[config.mk]
export PLATFORM = sky130hd
export DESIGN_NAME = line_rasterizer_flat
export DESIGN_NICKNAME = d
export VERILOG_FILES = /design/src/rtl/lr_pkg.sv /design/src/rtl/lr_ifs.sv /design/src/rtl/line_rasterizer.sv /design/src/flat_wrapper.sv
export SDC_FILE = /design/constraint.sdc
export NUM_CORES = 1
export LEC_CHECK = 0
export BUFFER_PORTS_ARGS = -buffer_cell sky130_fd_sc_hd__buf_4
export CAP_MARGIN = 20
export CORE_MARGIN = 3
export CORE_UTILIZATION = 40
export CTS_CLUSTER_SIZE = 20
export DETAILED_ROUTE_END_ITERATION = 6
export HOLD_SLACK_MARGIN = 0.15
export SLEW_MARGIN = 20
export SYNTH_ARGS = -nofsm -noshare
export SYNTH_HDL_FRONTEND = slang
export SYNTH_SLANG_ARGS = --single-unit
[constraint.sdc]
create_clock -name i_clk -period 9.6 [get_ports i_clk]
set_input_delay 0.96 -clock i_clk [delete_from_list [all_inputs] [get_ports i_clk]]
set_output_delay 0.96 -clock i_clk [all_outputs]
set_load 0.03 [all_outputs]
[src/rtl/lr_pkg.sv]
// lr_pkg: shared constants and codes for the line rasterizer.
// No dependencies; used by the channel interfaces and line_rasterizer.
package lr_pkg;

    localparam int FRAME_W_BITS = 13;
    localparam int ADDR_BITS    = 24;
    localparam int COLOR_BITS   = 8;

    localparam logic [FRAME_W_BITS-1:0] FRAME_W_RESET = 13'd1024;

    // command codes
    localparam logic CMD_START = 1'b0;
    localparam logic CMD_STEP  = 1'b1;

endpackage

[src/rtl/lr_ifs.sv]
// Valid/ready channel interfaces of the line rasterizer: line commands,
// pixel results and the frame width write channel. Depends on lr_pkg.

// line command channel
interface lr_line_if #(
    parameter int COORD_BITS = 12
);
    logic                            valid;
    logic                            ready;
    logic                            cmd;
    logic [COORD_BITS-1:0]           x_start;
    logic [COORD_BITS-1:0]           y_start;
    logic [COORD_BITS-1:0]           x_end;
    logic [COORD_BITS-1:0]           y_end;
    logic [lr_pkg::COLOR_BITS-1:0]   color;

    modport source (output valid, cmd, x_start, y_start, x_end, y_end, color,
                    input ready);
    modport sink   (input valid, cmd, x_start, y_start, x_end, y_end, color,
                    output ready);
endinterface

// pixel result channel
interface lr_pix_if #(
    parameter int COORD_BITS = 12
);
    logic                            valid;
    logic                            ready;
    logic                            pix_valid;
    logic [COORD_BITS-1:0]           pix_col;
    logic [COORD_BITS-1:0]           pix_row;
    logic [lr_pkg::ADDR_BITS-1:0]    pix_addr;
    logic [lr_pkg::COLOR_BITS-1:0]   pix_value;
    logic                            last_pixel;
    logic                            out_of_frame;

    modport source (output valid, pix_valid, pix_col, pix_row, pix_addr, pix_value,
                           last_pixel, out_of_frame,
                    input ready);
    modport sink   (input valid, pix_valid, pix_col, pix_row, pix_addr, pix_value,
                          last_pixel, out_of_frame,
                    output ready);
endinterface

// frame width write channel
interface lr_cfg_if;
    logic                            valid;
    logic                            ready;
    logic [lr_pkg::FRAME_W_BITS-1:0] frame_width;

    modport source (output valid, frame_width, input ready);
    modport sink   (input valid, frame_width, output ready);
endinterface

[src/rtl/line_rasterizer.sv]
// line_rasterizer: Bresenham line generator, one pixel result per command.
// Result path: middle register (line step), then output register (address).
// Throughput: one command per cycle unless o_pix.ready stalls the output; the rate
// is set by the one-step-per-cycle update of the line state and the registered
// row*width address multiply. Reset (i_rst_n low at a clock edge): no active line,
// pipeline empty, frame width back to 1024. Depends on lr_pkg and lr_ifs.
module line_rasterizer #(
    parameter int COORD_BITS = 12
) (
    input  logic      i_clk,
    input  logic      i_rst_n,
    lr_cfg_if.sink    i_cfg,
    lr_line_if.sink   i_line,
    lr_pix_if.source  o_pix
);

    localparam int ERR_W = COORD_BITS + 3;
    localparam int SUM_W = (COORD_BITS + 14 > lr_pkg::ADDR_BITS) ?
                           COORD_BITS + 14 : lr_pkg::ADDR_BITS;

    typedef logic [COORD_BITS-1:0] t_coord;

    typedef struct packed {
        logic                          pix_valid;
        t_coord                        col;
        t_coord                        row;
        logic [lr_pkg::COLOR_BITS-1:0] color;
        logic                          last;
    } t_mid;

    typedef struct packed {
        logic                          pix_valid;
        t_coord                        col;
        t_coord                        row;
        logic [lr_pkg::ADDR_BITS-1:0]  addr;
        logic [lr_pkg::COLOR_BITS-1:0] color;
        logic                          last;
        logic                          oof;
    } t_res;

    // line state
    t_coord                        r_cur_major, n_cur_major;
    t_coord                        r_cur_minor, n_cur_minor;
    t_coord                        r_major_limit, n_major_limit;
    logic signed [ERR_W-1:0]       r_err, n_err;
    t_coord                        r_dmaj, n_dmaj;
    t_coord                        r_dmin, n_dmin;
    logic                          r_minor_down, n_minor_down;
    logic                          r_swapped, n_swapped;
    logic                          r_line_active, n_line_active;
    logic [lr_pkg::COLOR_BITS-1:0] r_color, n_color;

    logic [lr_pkg::FRAME_W_BITS-1:0] r_frame_width;

    // pipeline registers
    t_mid r_mid, n_mid;
    logic r_mid_vld;
    t_res r_out, n_out;
    logic r_out_vld;

    logic in_acc, out_adv;

    // setup terms
    t_coord                  adx, ady, sa1, sb1, sa2, sb2, a_lo, a_hi, b_lo, b_hi;
    t_coord                  s_dmaj, s_dmin;
    logic                    x_gt, y_gt, steep, reorder;
    logic signed [ERR_W-1:0] s_err;

    // working set for the current pixel
    t_coord                  w_major, w_minor, w_limit, w_dmaj, w_dmin;
    logic signed [ERR_W-1:0] w_err, w_2min, w_2maj;
    logic                    w_down, w_swapped, w_last, do_emit;
    logic [lr_pkg::COLOR_BITS-1:0] w_color;

    logic [SUM_W-1:0] sum_addr;

    // handshake: the output register frees the middle stage
    assign out_adv     = !r_out_vld || o_pix.ready;
    assign i_line.ready = !r_mid_vld || out_adv;
    assign in_acc      = i_line.valid && i_line.ready;
    assign i_cfg.ready = 1'b1;

    // line setup from the endpoints
    always_comb begin
        x_gt    = i_line.x_start > i_line.x_end;
        y_gt    = i_line.y_start > i_line.y_end;
        adx     = x_gt ? i_line.x_start - i_line.x_end : i_line.x_end - i_line.x_start;
        ady     = y_gt ? i_line.y_start - i_line.y_end : i_line.y_end - i_line.y_start;
        steep   = ady > adx;
        sa1     = steep ? i_line.y_start : i_line.x_start;
        sb1     = steep ? i_line.x_start : i_line.y_start;
        sa2     = steep ? i_line.y_end   : i_line.x_end;
        sb2     = steep ? i_line.x_end   : i_line.y_end;
        reorder = steep ? y_gt : x_gt;
        a_lo    = reorder ? sa2 : sa1;
        a_hi    = reorder ? sa1 : sa2;
        b_lo    = reorder ? sb2 : sb1;
        b_hi    = reorder ? sb1 : sb2;
        s_dmaj  = steep ? ady : adx;
        s_dmin  = steep ? adx : ady;
        s_err   = $signed({2'b00, s_dmin, 1'b0}) - $signed({3'b000, s_dmaj});
    end

    // pick setup or stored state, emit the pixel and advance one step unless it was the last
    always_comb begin
        do_emit   = (i_line.cmd == lr_pkg::CMD_START) || r_line_active;
        if (i_line.cmd == lr_pkg::CMD_START) begin
            w_major   = a_lo;
            w_minor   = b_lo;
            w_limit   = a_hi;
            w_dmaj    = s_dmaj;
            w_dmin    = s_dmin;
            w_err     = s_err;
            w_down    = b_lo >= b_hi;
            w_swapped = steep;
            w_color   = i_line.color;
        end else begin
            w_major   = r_cur_major;
            w_minor   = r_cur_minor;
            w_limit   = r_major_limit;
            w_dmaj    = r_dmaj;
            w_dmin    = r_dmin;
            w_err     = r_err;
            w_down    = r_minor_down;
            w_swapped = r_swapped;
            w_color   = r_color;
        end
        w_last = w_major == w_limit;
        w_2min = $signed({2'b00, w_dmin, 1'b0});
        w_2maj = $signed({2'b00, w_dmaj, 1'b0});

        n_cur_major   = w_major;
        n_cur_minor   = w_minor;
        n_major_limit = w_limit;
        n_dmaj        = w_dmaj;
        n_dmin        = w_dmin;
        n_err         = w_err;
        n_minor_down  = w_down;
        n_swapped     = w_swapped;
        n_color       = w_color;
        n_line_active = r_line_active;

        if (do_emit) begin
            if (w_last) begin
                n_line_active = 1'b0;
            end else begin
                n_line_active = 1'b1;
                n_cur_major   = w_major + t_coord'(1);
                if (w_err < 0) begin
                    n_err = w_err + w_2min;
                end else begin
                    n_err       = w_err + w_2min - w_2maj;
                    n_cur_minor = w_down ? w_minor - t_coord'(1) : w_minor + t_coord'(1);
                end
            end
        end

        // step without a line gives an all-zero result
        n_mid.pix_valid = do_emit;
        n_mid.col       = do_emit ? (w_swapped ? w_minor : w_major) : '0;
        n_mid.row       = do_emit ? (w_swapped ? w_major : w_minor) : '0;
        n_mid.color     = do_emit ? w_color : '0;
        n_mid.last      = do_emit && w_last;
    end

    // address and frame compare
    always_comb begin
        sum_addr = SUM_W'(r_mid.row) * SUM_W'(r_frame_width) + SUM_W'(r_mid.col);
        n_out.pix_valid = r_mid.pix_valid;
        n_out.col       = r_mid.col;
        n_out.row       = r_mid.row;
        n_out.addr      = sum_addr[lr_pkg::ADDR_BITS-1:0];
        n_out.color     = r_mid.color;
        n_out.last      = r_mid.last;
        n_out.oof       = r_mid.pix_valid && (SUM_W'(r_mid.col) >= SUM_W'(r_frame_width));
    end

    // state, config and pipeline registers
    always_ff @(posedge i_clk) begin
        if (!i_rst_n) begin
            r_line_active <= 1'b0;
            r_cur_major   <= '0;
            r_cur_minor   <= '0;
            r_major_limit <= '0;
            r_err         <= '0;
            r_dmaj        <= '0;
            r_dmin        <= '0;
            r_minor_down  <= 1'b0;
            r_swapped     <= 1'b0;
            r_color       <= '0;
            r_frame_width <= lr_pkg::FRAME_W_RESET;
            r_mid_vld     <= 1'b0;
            r_out_vld     <= 1'b0;
        end else begin
            if (i_cfg.valid) begin
                r_frame_width <= i_cfg.frame_width;
            end
            if (in_acc) begin
                r_line_active <= n_line_active;
                r_cur_major   <= n_cur_major;
                r_cur_minor   <= n_cur_minor;
                r_major_limit <= n_major_limit;
                r_err         <= n_err;
                r_dmaj        <= n_dmaj;
                r_dmin        <= n_dmin;
                r_minor_down  <= n_minor_down;
                r_swapped     <= n_swapped;
                r_color       <= n_color;
            end
            if (i_line.ready) begin
                r_mid_vld <= i_line.valid;
            end
            if (out_adv) begin
                r_out_vld <= r_mid_vld;
            end
        end
    end

    // payload registers
    always_ff @(posedge i_clk) begin
        if (in_acc) begin
            r_mid <= n_mid;
        end
        if (out_adv && r_mid_vld) begin
            r_out <= n_out;
        end
    end

    assign o_pix.valid        = r_out_vld;
    assign o_pix.pix_valid    = r_out.pix_valid;
    assign o_pix.pix_col      = r_out.col;
    assign o_pix.pix_row      = r_out.row;
    assign o_pix.pix_addr     = r_out.addr;
    assign o_pix.pix_value    = r_out.color;
    assign o_pix.last_pixel   = r_out.last;
    assign o_pix.out_of_frame = r_out.oof;

    // error term stays inside its Bresenham bounds while a line runs
    a_err_bounds: assert property (@(posedge i_clk) disable iff (!i_rst_n)
        r_line_active |-> (r_err <= $signed({2'b00, r_dmin, 1'b0}) &&
                           r_err >= -$signed({2'b00, r_dmaj, 1'b0})))
        else $error("error term out of bounds");

    // the major coordinate never passes the end of the line
    a_major_limit: assert property (@(posedge i_clk) disable iff (!i_rst_n)
        r_line_active |-> (r_cur_major <= r_major_limit))
        else $error("major coordinate beyond line end");

    // a step with no line produces an empty pixel
    a_idle_step: assert property (@(posedge i_clk) disable iff (!i_rst_n)
        (in_acc && i_line.cmd == lr_pkg::CMD_STEP && !r_line_active)
            |=> (r_mid_vld && !r_mid.pix_valid))
        else $error("step without a line produced a pixel");

    // an empty result carries only zeros
    a_empty_zero: assert property (@(posedge i_clk) disable iff (!i_rst_n)
        (r_out_vld && !r_out.pix_valid) |->
            (r_out.addr == '0 && !r_out.last && !r_out.oof && r_out.col == '0 &&
             r_out.row == '0 && r_out.color == '0))
        else $error("empty result carries data");

endmodule

[src/flat_wrapper.sv]
// flat-port wrapper written by rule: the top's interface ports become plain ports
module line_rasterizer_flat 
#(
    parameter int COORD_BITS = 12
)
  (i_clk, i_rst_n, i_cfg_valid, i_cfg_frame_width, i_cfg_ready, i_line_valid, i_line_cmd, i_line_x_start, i_line_y_start, i_line_x_end, i_line_y_end, i_line_color, i_line_ready, o_pix_valid, o_pix_pix_valid, o_pix_pix_col, o_pix_pix_row, o_pix_pix_addr, o_pix_pix_value, o_pix_last_pixel, o_pix_out_of_frame, o_pix_ready);
  lr_cfg_if i_cfg_i ();
  lr_line_if #(.COORD_BITS(COORD_BITS)) i_line_i ();
  lr_pix_if #(.COORD_BITS(COORD_BITS)) o_pix_i ();
  input  logic i_clk;
  input  logic i_rst_n;
  input wire logic [$bits(i_cfg_i.valid)-1:0] i_cfg_valid;
  input wire logic [$bits(i_cfg_i.frame_width)-1:0] i_cfg_frame_width;
  output wire logic [$bits(i_cfg_i.ready)-1:0] i_cfg_ready;
  input wire logic [$bits(i_line_i.valid)-1:0] i_line_valid;
  input wire logic [$bits(i_line_i.cmd)-1:0] i_line_cmd;
  input wire logic [$bits(i_line_i.x_start)-1:0] i_line_x_start;
  input wire logic [$bits(i_line_i.y_start)-1:0] i_line_y_start;
  input wire logic [$bits(i_line_i.x_end)-1:0] i_line_x_end;
  input wire logic [$bits(i_line_i.y_end)-1:0] i_line_y_end;
  input wire logic [$bits(i_line_i.color)-1:0] i_line_color;
  output wire logic [$bits(i_line_i.ready)-1:0] i_line_ready;
  output wire logic [$bits(o_pix_i.valid)-1:0] o_pix_valid;
  output wire logic [$bits(o_pix_i.pix_valid)-1:0] o_pix_pix_valid;
  output wire logic [$bits(o_pix_i.pix_col)-1:0] o_pix_pix_col;
  output wire logic [$bits(o_pix_i.pix_row)-1:0] o_pix_pix_row;
  output wire logic [$bits(o_pix_i.pix_addr)-1:0] o_pix_pix_addr;
  output wire logic [$bits(o_pix_i.pix_value)-1:0] o_pix_pix_value;
  output wire logic [$bits(o_pix_i.last_pixel)-1:0] o_pix_last_pixel;
  output wire logic [$bits(o_pix_i.out_of_frame)-1:0] o_pix_out_of_frame;
  input wire logic [$bits(o_pix_i.ready)-1:0] o_pix_ready;
  assign i_cfg_i.valid = i_cfg_valid;
  assign i_cfg_i.frame_width = i_cfg_frame_width;
  assign i_cfg_ready = i_cfg_i.ready;
  assign i_line_i.valid = i_line_valid;
  assign i_line_i.cmd = i_line_cmd;
  assign i_line_i.x_start = i_line_x_start;
  assign i_line_i.y_start = i_line_y_start;
  assign i_line_i.x_end = i_line_x_end;
  assign i_line_i.y_end = i_line_y_end;
  assign i_line_i.color = i_line_color;
  assign i_line_ready = i_line_i.ready;
  assign o_pix_valid = o_pix_i.valid;
  assign o_pix_pix_valid = o_pix_i.pix_valid;
  assign o_pix_pix_col = o_pix_i.pix_col;
  assign o_pix_pix_row = o_pix_i.pix_row;
  assign o_pix_pix_addr = o_pix_i.pix_addr;
  assign o_pix_pix_value = o_pix_i.pix_value;
  assign o_pix_last_pixel = o_pix_i.last_pixel;
  assign o_pix_out_of_frame = o_pix_i.out_of_frame;
  assign o_pix_i.ready = o_pix_ready;
  line_rasterizer #(.COORD_BITS(COORD_BITS)) u_core (.i_clk(i_clk), .i_rst_n(i_rst_n), .i_cfg(i_cfg_i), .i_line(i_line_i), .o_pix(o_pix_i));
endmodule
==> impl_metrics.json <==
{
  "cpLargestDelayFamily": "compound AO/OA/AOI/OAI gates",
  "synth_fa_ha_area_frac": 0.245,
  "cts_max_path_buffers": 2,
  "maxCapViolations": 0,
  "ys_seq_area_frac": 0.235,
  "io_buffers": 135,
  "coreArea_sq_mm": 0.0503,
  "die_w_um": 232,
  "synth_area_leaders": "edfxtp_1 14%, fa_1 13%, ha_1 12%, dfxtp_1 9.8%, nand2_1 5.7%",
  "area_growth_pct": 16.8,
  "place_hpwl_um": 46300,
  "p_leak_nw": 10.7,
  "n_antenna_cell": 0,
  "synth_top_family_by_area": "adder cells",
  "cp-endpoint": "u_core.r_cur_minor[10]",
  "crit_top_cell": "a21o_1",
  "cts.htree.levels": 4,
  "drt_iter0_drc": 1134,
  "dieHeight_um": 232,
  "synth_cells": 2393,
  "drc": 0,
  "rows": 82,
  "critPathLaunch": "i_line_x_start[0]",
  "io_pins": 137,
  "use_met3": 0.0281,
  "synth_cell_type_count": 95,
  "layout_min_cycle_time_ns": 9.25,
  "clock-sinks": 193,
  "nFillCells": 4913,
  "r2r-end": "u_core.o_pix.pix_addr[23]",
  "crit_slowest_cell": "or4_4",
  "fp.dieArea_sq_mm": 0.0537,
  "ys_seq_elements": 193,
  "synth-simple-area-share": 0.166,
  "p_per_area_mw_per_mm2": 340,
  "grt_overflow_total": 0,
  "fin_worst_skew_ns": 0.0228,
  "grt_pass1_vias": 17200,
  "cts_tree": "done",
  "synthMuxAreaShare": 0.0578,
  "dp.cells": 3204,
  "path_depth": 48,
  "synth_warnings": 0,
  "hold_slack_ns": 0.426,
  "grt_use_met1": 0.277,
  "place.gp.congestion": 0.942,
  "synth_top_cells_by_count": "308 x nand2_1, 270 x inv_1, 192 x ha_1",
  "grt_pass1_wl_um": 92400,
  "cp-start-kind": "input port",
  "crit_type": "input port to flop",
  "avgViaCountPerCell": 5.40,
  "cpPeakStageDelay_ns": 0.53,
  "yosysTopAreaCell": "edfxtp_1",
  "clkTransAtPathRegs_ns": 0.07,
  "track_usage": 0.216,
  "grt-busiest-layer": "met2",
  "wire_per_inst_um": 18.0,
  "synth.net_count": 2788,
  "p_total_mw": 8.09,
  "clk_latency_ns": 0.47,
  "hold_violations": 0,
  "yosys.area.top_type_share": 0.137,
  "async_flop_share": 0,
  "antenna_found_initial": 1,
  "reg2reg_from": "u_core.r_frame_width[3]",
  "grt_max_degree": 73,
  "gr-usage-met2": 0.381,
  "crit_arrival_ns": 9.57,
  "worst-path-buf-inv": 7,
  "floorplan.initialDensity": 0.406,
  "period_share": 0.963,
  "fmax_mhz": 108,
  "synthXorXnorAreaFrac": 0.0477,
  "vias": 17600,
  "holdBufCountCts": 0,
  "worst_pin_slew_ns": 0.925,
  "ir_worst_vdd_v": 0.000379,
  "slew_headroom": 0.383,
  "place_ws_ns": -0.306,
  "synth_area_sq_mm": 0.0204,
  "hp-class": "flop to flop",
  "dominantRegCellSynth": "dfxtp_1",
  "postRouteAntennaNets": 0,
  "cts_buffers": 17,
  "status": "finished clean",
  "rr_worst_depth": 23,
  "drive_gt1_frac": 0.174,
  "fin_util": 0.474,
  "totalWireLength_um": 58500,
  "final_cells": 3256,
  "synth_compound_area_frac": 0.172,
  "setup_viol": 0,
  "layout.nets": 2966,
  "maxSlewViolCount": 0,
  "worst_ep_required_time_ns": 9.92,
  "reg2reg_slack_ns": 3.16,
  "synth.avg_cell_area_sq_um": 8.52,
  "first_pass_iters": 5,
  "setup_slack_ns": 0.353,
  "end_kind": "flop",
  "yosysMostFrequentCell": "nand2_1",
  "synth_edf_count": 93,
  "cp_max_fo": 10,
  "cts_root_buf": "clkbuf_16"
}
==> state kept, by name, indices dropped and copies added, names as in the netlist, 8 cells and up <==
signal and count:
u_core.r_cur_major 12, u_core.n_out 34, u_core.o_pix.pix_row 12, u_core.r_major_limit 12
u_core.r_frame_width 13, u_core.r_err 14, u_core.o_pix.pix_addr 24, u_core.r_color 8
u_core.r_cur_minor 12, u_core.o_pix.pix_value 8, u_core.r_dmaj 12, u_core.o_pix.pix_col 12
u_core.r_dmin 12
==> cell usage in the layout (no fill, tap or decap), types with 7 or more instances in the layout <==
cell type,netlist,layout
xnor2_1,82,79
nand2_1,308,306
nand3_1,35,32
o21a_1,18,18
inv_1,270,268
nor2_1,168,167
o21ai_1,8,14
o21ai_0,117,108
a211oi_1,46,44
a211o_1,8,7
dfxtp_1,100,100
mux2i_1,81,76
mux2_2,22,20
o22ai_1,12,11
edfxtp_1,93,93
a21oi_1,163,153
fa_1,128,124
o21bai_1,18,17
xor2_1,29,29
and3_1,9,8
a31oi_1,13,13
a21o_1,34,33
ha_1,192,187
nand4_1,12,12
o211ai_1,22,22
nor2b_1,30,28
nand2b_1,16,15
a21oi_2,10,17
and2_1,68,68
buf_4,4,266
nor3_1,35,32
clkbuf_16,0,19
==> metal layers <==
| layer | vias up | part of all wire |
|---|---|---|
| li1 | 8490 | - |
| met2 | 387 | 0.50 |
| met3 | 76 | 0.038 |
| met1 | 8633 | 0.44 |
| met5 | - | 0 |
| met4 | 0 | 0.022 |
==> metrics by stage <==
step	area, sq um	TNS (ns)
after floorplan	20700	0
after global placement	22800	-0.238
after detailed placement	22800	-1.65
after CTS	23400	0
after global routing	23800	-0.0753
final	23800	0
==> how the worst min path moves through the flow <==
stage,to,slack (ns),startpoint,cells past startpoint
final,u_core.o_pix.pix_value[3],0.43,u_core.n_out[5],0
after global routing,u_core.o_pix.pix_value[1],0.43,u_core.n_out[3],0
after global placement,u_core.o_pix.pix_value[0],0.40,u_core.n_out[2],0
after CTS,u_core.o_pix.pix_value[2],0.42,u_core.n_out[4],0
after floorplan,u_core.o_pix.last_pixel,0.40,u_core.n_out[1],0
after detailed placement,u_core.o_pix.pix_value[1],0.41,u_core.n_out[3],0
==> final cells by class <==
type	instances	area, sq um	share of cell area
multi-input combinational	1812	14500	0.608
sequential	193	4790	0.201
timing repair buffer	271	2070	0.0870
inverter	276	1040	0.0436
tap	672	841	0.0353
clock buffer	20	479	0.0201
clock inverter	12	111	0.00468
==> cells by family after synthesis <==
logic type / count (synthesis)
multiplexers: 110
flip-flops: 193
AO/OA/AOI/OAI: 535
other: 1
AND/OR/NAND/NOR: 732
buffers and inverters: 388
adder cells (fa/ha/maj): 323
XOR/XNOR: 111
==> worst reg2reg max path, delay by kind of cell (launching register included) <==
family | cells | cell delay [ns]
DFF | 1 | 0.72
buffers and inverters | 1 | 0.05
adders and majority gates | 7 | 2.58
AOI/OAI and AO/OA | 11 | 2.19
xor gates and xnor gates | 1 | 0.09
and+or+nand+nor | 3 | 0.55
==> report_power, final <==
| group | switching, mW | internal [mW] | total [mW] |
|---|---|---|---|
| combinational | 3.36 | 2.76 | 6.12 |
| clock | 0.358 | 0.373 | 0.731 |
| sequential | 0.144 | 1.10 | 1.24 |
| total | 3.86 | 4.23 | 8.09 |
==> timing repair <==
action / in CTS / in global routing
setup endpoints to repair: 0 / 10
buffers inserted: 0 / 20
resized for setup: 0 / 57
Power figures use the tool's default switching activity.
